===== src/rtl/core/b64d_pkg.sv =====
// shared types, codes and the character map of the base64url decoder
`default_nettype none

package b64d_pkg;

   // end-of-string status codes
   typedef enum logic [1:0] {
      STATUS_OK         = 2'd0,
      STATUS_BAD_CHAR   = 2'd1,
      STATUS_BAD_LENGTH = 2'd2,
      STATUS_BAD_BITS   = 2'd3
   } status_type;

   // input command codes
   typedef enum logic {
      CMD_CHAR = 1'b0,
      CMD_END  = 1'b1
   } command_type;

   // masks for the unused tail bits
   localparam logic [5:0] TAIL2_MASK = 6'h0f;
   localparam logic [5:0] TAIL3_MASK = 6'h03;

   // alphabet offsets
   localparam logic [7:0] LOWER_BASE = 8'd26;
   localparam logic [7:0] DIGIT_BASE = 8'd52;
   localparam logic [5:0] DASH_VALUE = 6'd62;
   localparam logic [5:0] UNDER_VALUE = 6'd63;

   // one mapped character
   typedef struct packed {
      logic       ok;
      logic [5:0] value;
   } sextet_type;

   // work handed from the front to the back: some bytes, then maybe an end word
   typedef struct packed {
      logic [1:0]      n_bytes;
      logic            has_end;
      status_type      status;
      logic [2:0][7:0] bytes;
   } job_type;

   // map one character byte to its 6-bit value
   function automatic sextet_type map_char(input logic [7:0] c);
      sextet_type r;
      logic [7:0] t;
      r = '0;
      t = '0;
      if (c >= 8'h41 && c <= 8'h5a) begin
         t = c - 8'h41;
         r.ok = 1'b1;
         r.value = t[5:0];
      end else if (c >= 8'h61 && c <= 8'h7a) begin
         t = c - 8'h61 + LOWER_BASE;
         r.ok = 1'b1;
         r.value = t[5:0];
      end else if (c >= 8'h30 && c <= 8'h39) begin
         t = c - 8'h30 + DIGIT_BASE;
         r.ok = 1'b1;
         r.value = t[5:0];
      end else if (c == 8'h2d) begin
         r.ok = 1'b1;
         r.value = DASH_VALUE;
      end else if (c == 8'h5f) begin
         r.ok = 1'b1;
         r.value = UNDER_VALUE;
      end
      return r;
   endfunction

endpackage

`default_nettype wire


===== src/rtl/core/b64d_front.sv =====
// front end: accepts characters, tracks the group and turns them into jobs
`default_nettype none

module b64d_front
   import b64d_pkg::*;
(
   input  wire logic    clock,
   input  wire logic    reset,
   input  wire logic    accept,
   input  wire logic    command,
   input  wire logic [7:0] char_code,
   output      logic    push,
   output      job_type job
);

   logic [2:0][5:0] held_ff, held_in;
   logic [1:0]      pos_ff, pos_in;
   logic            seen_ff, seen_in;
   status_type      err_ff, err_in;

   sextet_type      sx;
   status_type      end_status;

   // group state, cleared by reset and again by the end command
   always_ff @(posedge clock) begin
      if (reset) begin
         held_ff <= '0;
         pos_ff  <= '0;
         seen_ff <= 1'b0;
         err_ff  <= STATUS_OK;
      end else begin
         held_ff <= held_in;
         pos_ff  <= pos_in;
         seen_ff <= seen_in;
         err_ff  <= err_in;
      end
   end

   assign sx = map_char(char_code);

   // status of the string at the end command
   always_comb begin
      if (!seen_ff || pos_ff == 2'd1) begin
         end_status = STATUS_BAD_LENGTH;
      end else if (err_ff != STATUS_OK) begin
         end_status = err_ff;
      end else if (pos_ff == 2'd2 && (held_ff[1] & TAIL2_MASK) != 6'd0) begin
         end_status = STATUS_BAD_BITS;
      end else if (pos_ff == 2'd3 && (held_ff[2] & TAIL3_MASK) != 6'd0) begin
         end_status = STATUS_BAD_BITS;
      end else begin
         end_status = STATUS_OK;
      end
   end

   // state update and job build
   always_comb begin
      held_in = held_ff;
      pos_in  = pos_ff;
      seen_in = seen_ff;
      err_in  = err_ff;
      push    = 1'b0;
      job     = '0;
      job.bytes[0] = {held_ff[0], held_ff[1][5:4]};
      job.bytes[1] = {held_ff[1][3:0], held_ff[2][5:2]};
      job.bytes[2] = {held_ff[2][1:0], sx.value};
      if (accept) begin
         if (command == CMD_CHAR) begin
            seen_in = 1'b1;
            pos_in  = pos_ff + 2'd1;
            if (!sx.ok) begin
               if (err_ff == STATUS_OK) begin
                  err_in = STATUS_BAD_CHAR;
               end
            end else if (err_ff == STATUS_OK) begin
               if (pos_ff == 2'd3) begin
                  push = 1'b1;
                  job.n_bytes = 2'd3;
               end else begin
                  held_in[pos_ff] = sx.value;
               end
            end
         end else begin
            push = 1'b1;
            job.has_end = 1'b1;
            job.status  = end_status;
            if (end_status == STATUS_OK && pos_ff >= 2'd2) begin
               job.n_bytes = pos_ff - 2'd1;
            end
            held_in = '0;
            pos_in  = '0;
            seen_in = 1'b0;
            err_in  = STATUS_OK;
         end
      end
   end

endmodule

`default_nettype wire


===== src/rtl/core/b64d_queue.sv =====
// short job queue between the front and the back
`default_nettype none

module b64d_queue
   import b64d_pkg::*;
#(
   parameter int DEPTH = 4
) (
   input  wire logic    clock,
   input  wire logic    reset,
   input  wire logic    push,
   input  wire job_type push_job,
   input  wire logic    pop,
   output      job_type head_job,
   output      logic    full,
   output      logic    empty
);

   localparam int AW = (DEPTH > 1) ? $clog2(DEPTH) : 1;
   localparam int CW = $clog2(DEPTH + 1);
   localparam logic [AW-1:0] LAST_PTR = AW'(DEPTH - 1);
   localparam logic [CW-1:0] DEPTH_CNT = CW'(DEPTH);

   job_type       slot_ff [DEPTH];
   logic [AW-1:0] wr_ff, wr_in;
   logic [AW-1:0] rd_ff, rd_in;
   logic [CW-1:0] cnt_ff, cnt_in;
   logic          do_push, do_pop;

   assign full     = (cnt_ff == DEPTH_CNT);
   assign empty    = (cnt_ff == '0);
   assign do_push  = push && !full;
   assign do_pop   = pop && !empty;
   assign head_job = slot_ff[rd_ff];

   // pointer and count update
   always_comb begin
      wr_in  = wr_ff;
      rd_in  = rd_ff;
      cnt_in = cnt_ff;
      if (do_push) begin
         wr_in = (wr_ff == LAST_PTR) ? '0 : wr_ff + 1'b1;
      end
      if (do_pop) begin
         rd_in = (rd_ff == LAST_PTR) ? '0 : rd_ff + 1'b1;
      end
      if (do_push && !do_pop) begin
         cnt_in = cnt_ff + 1'b1;
      end else if (do_pop && !do_push) begin
         cnt_in = cnt_ff - 1'b1;
      end
   end

   always_ff @(posedge clock) begin
      if (reset) begin
         wr_ff  <= '0;
         rd_ff  <= '0;
         cnt_ff <= '0;
      end else begin
         wr_ff  <= wr_in;
         rd_ff  <= rd_in;
         cnt_ff <= cnt_in;
      end
   end

   // slot storage
   always_ff @(posedge clock) begin
      if (do_push) begin
         slot_ff[wr_ff] <= push_job;
      end
   end

endmodule

`default_nettype wire


===== src/rtl/core/b64d_back.sv =====
// back end: walks each job and sends its words through an output register
`default_nettype none

module b64d_back
   import b64d_pkg::*;
(
   input  wire logic    clock,
   input  wire logic    reset,
   input  wire job_type head_job,
   input  wire logic    empty,
   output      logic    pop,
   output      logic    rsp_tvalid,
   input  wire logic    rsp_tready,
   output      logic [15:0] rsp_tdata,
   output      logic    rsp_tuser,
   output      logic    rsp_tlast
);

   logic [1:0] idx_ff, idx_in;
   logic       valid_ff, valid_in;
   logic [7:0] byte_ff, byte_in;
   logic       bvalid_ff, bvalid_in;
   logic       last_ff, last_in;
   status_type status_ff, status_in;

   logic       load;
   logic [2:0] total;
   logic       word_last;

   assign total     = {1'b0, head_job.n_bytes} + {2'b0, head_job.has_end};
   assign word_last = ({1'b0, idx_ff} + 3'd1) == total;
   assign load      = !empty && (!valid_ff || rsp_tready);
   assign pop       = load && word_last;

   // pick the next word of the head job
   always_comb begin
      idx_in    = idx_ff;
      valid_in  = valid_ff && !rsp_tready;
      byte_in   = byte_ff;
      bvalid_in = bvalid_ff;
      last_in   = last_ff;
      status_in = status_ff;
      if (load) begin
         valid_in = 1'b1;
         idx_in   = word_last ? 2'd0 : idx_ff + 2'd1;
         if (idx_ff < head_job.n_bytes) begin
            byte_in   = head_job.bytes[idx_ff];
            bvalid_in = 1'b1;
            last_in   = 1'b0;
            status_in = STATUS_OK;
         end else begin
            byte_in   = 8'd0;
            bvalid_in = 1'b0;
            last_in   = 1'b1;
            status_in = head_job.status;
         end
      end
   end

   always_ff @(posedge clock) begin
      if (reset) begin
         idx_ff   <= '0;
         valid_ff <= 1'b0;
      end else begin
         idx_ff   <= idx_in;
         valid_ff <= valid_in;
      end
   end

   // output word payload
   always_ff @(posedge clock) begin
      byte_ff   <= byte_in;
      bvalid_ff <= bvalid_in;
      last_ff   <= last_in;
      status_ff <= status_in;
   end

   assign rsp_tvalid = valid_ff;
   assign rsp_tdata  = {6'd0, status_ff, byte_ff};
   assign rsp_tuser  = bvalid_ff;
   assign rsp_tlast  = last_ff;

endmodule

`default_nettype wire


===== src/rtl/core/strict_base64url_decoder.sv =====
// top level of the strict unpadded base64url decoder
`default_nettype none

// Decodes a base64url string sent one character per word, closed by an end
// word (req_tuser high). The front takes one word every cycle while the job
// queue has room; each fourth character yields three byte words, and the end
// word yields up to two tail bytes and then a final word with rsp_tlast high
// and the status. Results leave through one output register at one word per
// cycle with rsp_tready high, so it sustains one character per cycle; a
// result passes the queue before that register. QUEUE_DEPTH sets how many
// jobs can wait while the result side stalls. Bytes sent before an error is
// found are not recalled: drop the string when the final status is non-zero.

module strict_base64url_decoder
   import b64d_pkg::*;
#(
   parameter int QUEUE_DEPTH = 4
) (
   input  wire logic        clock,
   input  wire logic        reset,
   input  wire logic        req_tvalid,
   output      logic        req_tready,
   input  wire logic [7:0]  req_tdata,   // [7:0] char_code
   input  wire logic        req_tuser,   // [0] command
   output      logic        rsp_tvalid,
   input  wire logic        rsp_tready,
   output      logic [15:0] rsp_tdata,   // [7:0] data_byte, [9:8] status
   output      logic        rsp_tuser,   // [0] byte_valid
   output      logic        rsp_tlast    // end_of_decode
);

   logic    accept;
   logic    push;
   job_type push_job;
   job_type head_job;
   logic    full;
   logic    empty;
   logic    pop;

   // a word is taken whenever the queue has room
   assign req_tready = !full;
   assign accept     = req_tvalid && req_tready;

   b64d_front u_front (
      .clock     (clock),
      .reset     (reset),
      .accept    (accept),
      .command   (req_tuser),
      .char_code (req_tdata),
      .push      (push),
      .job       (push_job)
   );

   b64d_queue #(
      .DEPTH (QUEUE_DEPTH)
   ) u_queue (
      .clock    (clock),
      .reset    (reset),
      .push     (push),
      .push_job (push_job),
      .pop      (pop),
      .head_job (head_job),
      .full     (full),
      .empty    (empty)
   );

   b64d_back u_back (
      .clock      (clock),
      .reset      (reset),
      .head_job   (head_job),
      .empty      (empty),
      .pop        (pop),
      .rsp_tvalid (rsp_tvalid),
      .rsp_tready (rsp_tready),
      .rsp_tdata  (rsp_tdata),
      .rsp_tuser  (rsp_tuser),
      .rsp_tlast  (rsp_tlast)
   );

endmodule

`default_nettype wire

===== config.mk =====
export PLATFORM = sky130hd
export DESIGN_NAME = strict_base64url_decoder
export DESIGN_NICKNAME = d
export VERILOG_FILES = /design/src/rtl/core/b64d_pkg.sv /design/src/rtl/core/b64d_front.sv /design/src/rtl/core/b64d_queue.sv /design/src/rtl/core/b64d_back.sv /design/src/rtl/core/strict_base64url_decoder.sv
export SDC_FILE = /design/constraint.sdc
export NUM_CORES = 1
export LEC_CHECK = 0
export BUFFER_PORTS_ARGS = -buffer_cell sky130_fd_sc_hd__buf_4
export CAP_MARGIN = 20
export CORE_MARGIN = 3
export CORE_UTILIZATION = 55
export CTS_CLUSTER_DIAMETER = 120
export DETAILED_ROUTE_END_ITERATION = 12
export PLACE_DENSITY = 0.8
export SLEW_MARGIN = 20
export SYNTH_ARGS = -nofsm -noshare
export SYNTH_HDL_FRONTEND = slang
export SYNTH_HIERARCHICAL = 1
export SYNTH_SLANG_ARGS = --single-unit

===== constraint.sdc =====
create_clock -name clock -period 9.4 [get_ports clock]
set_input_delay 1.88 -clock clock [delete_from_list [all_inputs] [get_ports clock]]
set_output_delay 1.88 -clock clock [all_outputs]
set_load 0.005 [all_outputs]

==> impl_metrics.env, run 1 <==
export IMPL_status="complete, no violations"
export IMPL_drt_met1_wl_um=5530
export IMPL_postSynthCellCount=455
export IMPL_clk_pin_slew_ns=0.06
export IMPL_cts_buffers=17
export IMPL_critical_path_required_ns=9.76
export IMPL_slew_headroom=0.440
export IMPL_regArea_um2=4530
export IMPL_gp_congestion=0.781
export IMPL_synth_edf_count=128
export IMPL_die_area_um2=14500
export IMPL_crit_buf_inv=5
export IMPL_ant_nets=0
export IMPL_path_max_fanout=12
export IMPL_seq_area_frac_synth=0.629
export IMPL_synth_main_ff_cell="edfxtp_1"
export IMPL_syn_area_um2=7190
export IMPL_core_um2=12700
export IMPL_synth_largest_area_cell="edfxtp_1"
export IMPL_grt_ovfl_total=0
export IMPL_hpwl_um=8210
export IMPL_post_dp_cell_area_um2=7490
export IMPL_worstSetupPathType="in2reg"
export IMPL_powerDensity_nw_per_um2=252
export IMPL_grt_use_total=0.195
export IMPL_start_util=0.565
export IMPL_synth_seq_cells=162
export IMPL_critPathTopFamily="simple AND/OR/NAND/NOR gates"
export IMPL_tns_ns=0
export IMPL_antenna_found_initial=0
export IMPL_cts_root_buf="clkbuf_16"
export IMPL_tightest_slew_ns=0.840
export IMPL_drv_slew=0
export IMPL_ctsLongestPathBuffers=2
export IMPL_multiInputGateArea_um2=2430
export IMPL_top_layer="met4"
export IMPL_crit_chain="buf_4 > inv_1 > ha_1 > and2b_1 > o22ai_2 > a31oi_4 > nand2_4 > a41oi_2 > inv_1 > inv_1 > nor2_2 > ha_1 > inv_1 > fa_1 > xor2_1 > or3_2 > a21oi_1"
export IMPL_grt_pass1_vias=3964
export IMPL_die_height_um=120
export IMPL_drc=0
export IMPL_n_antenna_cell=0
export IMPL_rows=41
export IMPL_crit_top_cell="inv_1"
export IMPL_synth_area_top_cells="edfxtp_1 (53%), dfxtp_1 (9.5%), mux4_2 (9.1%)"
export IMPL_most_common_layout_cells="edfxtp_1 (128), dfxtp_1 (33), mux4_2 (29)"
export IMPL_syn2layout_area_growth_pct=12.8
export IMPL_min_period_over_period=0.500
export IMPL_vias=3890
export IMPL_p_leak_nw=2.90
export IMPL_max_cap_violations=0
export IMPL_met2WireLength_um=6720
export IMPL_wire_per_inst_um=19.5
export IMPL_numPortBuffers=26
export IMPL_ios=33
export IMPL_synthArstFlopShare=0
export IMPL_cts_tree="yes"
export IMPL_synth_top_area_frac=0.534
export IMPL_setup_viol=0
export IMPL_worstPathArrival_ns=5.05
export IMPL_r2r_setup_slack_ns=5.57
export IMPL_grt_max_degree=30
export IMPL_ys_types=74
export IMPL_clock_sinks=162
export IMPL_post_cts_resized=0
export IMPL_wl_um=13100
export IMPL_hold_buffers=0
export IMPL_met3WireLength_um=742
export IMPL_finalCriticalPeriod_ns=4.70
export IMPL_cp_start_kind="primary input"
export IMPL_peakVddDrop_uv=130
export IMPL_vias_per_cell=5.79
export IMPL_finalNetCount=524
export IMPL_htreeDepth=4
export IMPL_fillers=927
export IMPL_final_area_um2=8110
export IMPL_min_path_type="reg2reg"
export IMPL_die_w_um=120
export IMPL_grt_pass1_wl_um=21200
export IMPL_final_common_cell="edfxtp_1"
export IMPL_slowest_delay_ns=0.41
export IMPL_insertion_delay_ns=0.42
export IMPL_cp_slowest_cell="or3_2"
export IMPL_finClkSkew_ns=0.0111
export IMPL_synth_avg_cell_area_um2=15.8
export IMPL_post_cts_buffers=0
export IMPL_fmax_mhz=213
export IMPL_cp_end_kind="flip-flop"
export IMPL_yosys_warnings=6
export IMPL_drt_pass1_iterations=4
export IMPL_drive_gt1_frac=0.272
export IMPL_drtIter0Drc=374
export IMPL_rsz0062_at_grt="no"
export IMPL_finalHoldViolations=0
[per-stage QoR]
stage / setup slack, ns / cells / total power, mW / util / hold WS [ns]
final: 4.70 / 672 / 2.04 / 0.637 / 0.479
after global routing: 4.48 / 672 / 2.13 / 0.637 / 0.506
after CTS: 4.73 / 672 / 2.06 / 0.637 / 0.476
after detailed placement: 4.28 / 640 / 1.35 / 0.589 / 0.465
after global placement: 4.37 / 640 / 1.33 / 0.589 / 0.460
after floorplan: 4.62 / 460 / 1.22 / - / 0.427
[layout make-up]
type	count	area share
clock buffers	18	0.0529
flip-flops and latches	162	0.558
well taps	172	0.0265
repair buffers	28	0.0259
inverters	27	0.0131
clock inverters	14	0.0231
multi-input cells	251	0.300
[registers in the layout, indices dropped and copies added (netlist names), named ones only]
register,cells
u_queue/slot_ff,116
u_front/job,18
u_back/byte_ff,8
u_queue/cnt_ff,3
u_back/idx_ff,2
u_back/status_ff,2
u_front/pos_ff,2
u_queue/rd_ff,2
u_queue/wr_ff,2
u_back/rsp_tlast,1
u_back/rsp_tuser,1
u_back/rsp_tvalid,1
u_front/err_ff,1
u_front/seen_ff,1
[cells in the mapped netlist (3+ instances only)]
library cell,n
o21ai_0,3
nor2_1,15
buf_4,8
nor2b_1,5
mux2_2,9
dfxtp_1,34
ha_1,23
nor3_1,7
and3_2,4
nand2b_1,3
xor2_1,4
nand2_1,28
xnor2_1,6
buf_6,5
edfxtp_1,128
and2_1,3
o2bb2ai_1,19
a31oi_4,4
nand3_1,6
nand3_2,3
mux4_2,29
buf_2,4
a21oi_1,20
a21o_1,3
inv_1,23
[final timing paths]
kind,to,depth (start not counted),startpoint
worst max-delay path,u_queue/cnt_ff[2],17,req_tdata[2]
worst min-delay path,u_front/seen_ff,2,u_front/seen_ff
worst max register to register,u_queue/cnt_ff[2],13,flip-flop
worst min register to register,u_front/seen_ff,2,u_front/seen_ff
[kinds of logic (layout without fill, tap and decap cells)]
| logic type | count (synthesis) | in the layout | synth area share |
|---|---|---|---|
| mux | 40 | 40 | 0.108 |
| buf+inv | 47 | 87 | 0.0353 |
| flops | 162 | 162 | 0.629 |
| xor+xnor | 10 | 10 | 0.0122 |
| other cells | 1 | 6 | 0.000521 |
| fa+ha+maj | 24 | 24 | 0.0428 |
| compound gates | 73 | 73 | 0.0906 |
| simple gates | 98 | 98 | 0.0818 |
[worst register-to-register path: stages (launching register included)]
cell and delay [ns]:
dfxtp_4 0.72, mux4_2 0.64, ha_1 0.21, ha_1 0.29, xnor2_1 0.14, nand3_1 0.11
nor3_1 0.08, o31ai_2 0.16, ha_1 0.26, inv_1 0.06, fa_1 0.37, xor2_1 0.15
or3_2 0.41, a21oi_1 0.14
[where the power goes]
part,switching [mW],internal (mW)
logic,0.212,0.191
registers,0.0544,0.875
clock network,0.267,0.443
total,0.534,1.51
[layer usage]
layer | up-vias | GRT usage
li1 | 1808 | -
met1 | 1949 | 0.247
met2 | 123 | 0.326
met3 | 10 | 0.0543
met4 | 0 | 0.0666
met5 | - | 0
(Power assumes the default switching activity.)
==> run 2, diff against run 1 <==
==> constraint.sdc (replaced) <==
create_clock -name clock -period 4.9 [get_ports clock]
set_input_delay 0.98 -clock clock [delete_from_list [all_inputs] [get_ports clock]]
set_output_delay 0.98 -clock clock [all_outputs]
set_load 0.005 [all_outputs]
==> impl_metrics.env, run 2 (same netlist as run 1, synthesis figures left out) <==
export IMPL_cts_buffers=17
export IMPL_top_register="u_queue/slot_ff"
export IMPL_final_area_um2=8050
export IMPL_largest_register_ffs=116
export IMPL_pre_cts_slack_ns=0.663
export IMPL_die_w_um=120
export IMPL_min_path_type="reg2reg"
export IMPL_drc=0
export IMPL_crit_top_cell="inv_1"
export IMPL_insertion_delay_ns=0.40
export IMPL_die_height_um=120
export IMPL_min_period_over_period=0.791
export IMPL_cp_slowest_cell="or3_2"
export IMPL_syn2layout_area_growth_pct=11.9
export IMPL_r2r_setup_slack_ns=1.37
export IMPL_fillers=920
export IMPL_ios=33
export IMPL_grt_pass1_vias=3962
export IMPL_ff2ff_path_depth=15
export IMPL_n_antenna_cell=0
export IMPL_grt_pass1_wl_um=21100
export IMPL_antenna_found_initial=0
export IMPL_post_dp_cell_area_um2=7500
export IMPL_start_util=0.565
export IMPL_gp_congestion=0.895
export IMPL_most_common_layout_cells="edfxtp_1 (128), dfxtp_1 (33), buf_4 (29), mux4_2 (29), nand2_1 (28)"
export IMPL_grt_use_total=0.191
export IMPL_cp_end_kind="flip-flop"
export IMPL_hold_buffers=0
export IMPL_drv_slew=0
export IMPL_rsz0062_at_grt="no"
export IMPL_tightest_slew_ns=0.817
export IMPL_cts_root_buf="clkbuf_16"
export IMPL_worstSetupPathType="in2reg"
export IMPL_core_um2=12700
export IMPL_clk_pin_slew_ns=0.06
export IMPL_final_cells=673
export IMPL_rr_endpoint="u_queue/cnt_ff[2]"
export IMPL_post_cts_buffers=0
export IMPL_p_total_mw=3.75
export IMPL_worstPathArrival_ns=4.21
export IMPL_final_common_cell="edfxtp_1"
export IMPL_crit_start="req_tdata[2]"
export IMPL_post_cts_resized=0
export IMPL_finalCriticalPeriod_ns=3.88
export IMPL_drtIter0Drc=294
export IMPL_drive_gt1_frac=0.269
export IMPL_powerDensity_nw_per_um2=466
export IMPL_critical_path_required_ns=5.23
export IMPL_ant_nets=0
export IMPL_drt_pass1_iterations=4
export IMPL_peakVddDrop_uv=272
export IMPL_endpoint="u_queue/cnt_ff[2]"
export IMPL_wl_um=12800
export IMPL_finClkSkew_ns=0.00601
export IMPL_cts_tree="yes"
export IMPL_placed_cells=641
export IMPL_p_leak_nw=2.87
export IMPL_htreeDepth=4
export IMPL_path_max_fanout=12
export IMPL_r2r_start="u_queue/cnt_ff[0]"
export IMPL_finalNetCount=525
export IMPL_tns_ns=0
export IMPL_hpwl_um=8170
export IMPL_vias_per_cell=5.75
export IMPL_numPortBuffers=26
export IMPL_finalHoldViolations=0
export IMPL_grt_ovfl_total=0
export IMPL_rows=41
export IMPL_ctsLongestPathBuffers=2
export IMPL_crit_chain="buf_4 > inv_1 > ha_1 > and2b_1 > o22ai_2 > a31oi_4 > nand2_4 > a41oi_2 > inv_1 > inv_1 > nor2_2 > ha_1 > inv_1 > fa_1 > xor2_1 > or3_2 > a21oi_1"
export IMPL_max_cap_violations=0
export IMPL_wire_per_inst_um=19.1
export IMPL_vias=3867
export IMPL_slew_headroom=0.455
export IMPL_slowest_delay_ns=0.40
export IMPL_worst_slack_ns=1.02
export IMPL_die_area_um2=14500
export IMPL_grt_max_degree=30
export IMPL_fmax_mhz=258
export IMPL_cp_start_kind="primary input"
export IMPL_clock_sinks=162
export IMPL_status="complete, no violations"
export IMPL_setup_viol=0
==> run 2: layout make-up <==
type,count,area [um2],area share
Multi-Input combinational cell,251,2430,0.302
Timing Repair Buffer,29,218,0.0271
Inverter,27,106,0.0132
Clock inverter,11,87.6,0.0109
Tap cell,172,215,0.0267
Clock buffer,21,460,0.0572
Sequential cell,162,4530,0.563
==> run 2: worst min path at each step <==
stage | from | to | depth (start not counted)
global placement | u_front/seen_ff | u_front/seen_ff | 2
CTS | u_front/seen_ff | u_front/seen_ff | 2
global route | u_front/seen_ff | u_front/seen_ff | 2
finish | u_front/seen_ff | u_front/seen_ff | 2
detailed placement | u_front/seen_ff | u_front/seen_ff | 2
floorplan | u_front/seen_ff | u_front/seen_ff | 2
==> run 2: metal layers <==
metal  global-route usage  wire length, um  vias up
met5                    0                0        -
met4               0.0722              231        0
met3               0.0440              684       18
met2                0.318             6460      121
met1                0.248             5450     1914
li1                     -                -     1814
==> run 2: where the power goes <==
group	switching (mW)	leakage (nW)	internal (mW)
sequential	0.0794	1.53	1.68
clock	0.477	0.261	0.718
combinational	0.430	1.08	0.368
total	0.986	2.87	2.76
==> run 2: critical path, delay by kind of cell <==
| family | cells | cell delay [ns] |
|---|---|---|
| fa+ha+maj | 3 | 0.82 |
| compound gates | 4 | 0.66 |
| xor+xnor | 1 | 0.15 |
| buf+inv | 5 | 0.62 |
| simple gates | 4 | 0.97 |
==> run 2: through the flow <==
stage | hold WS [ns] | utilization
CTS | 0.479 | 0.632
global route | 0.516 | 0.632
floorplan | 0.427 | -
global placement | 0.453 | 0.589
finish | 0.478 | 0.632
detailed placement | 0.466 | 0.589
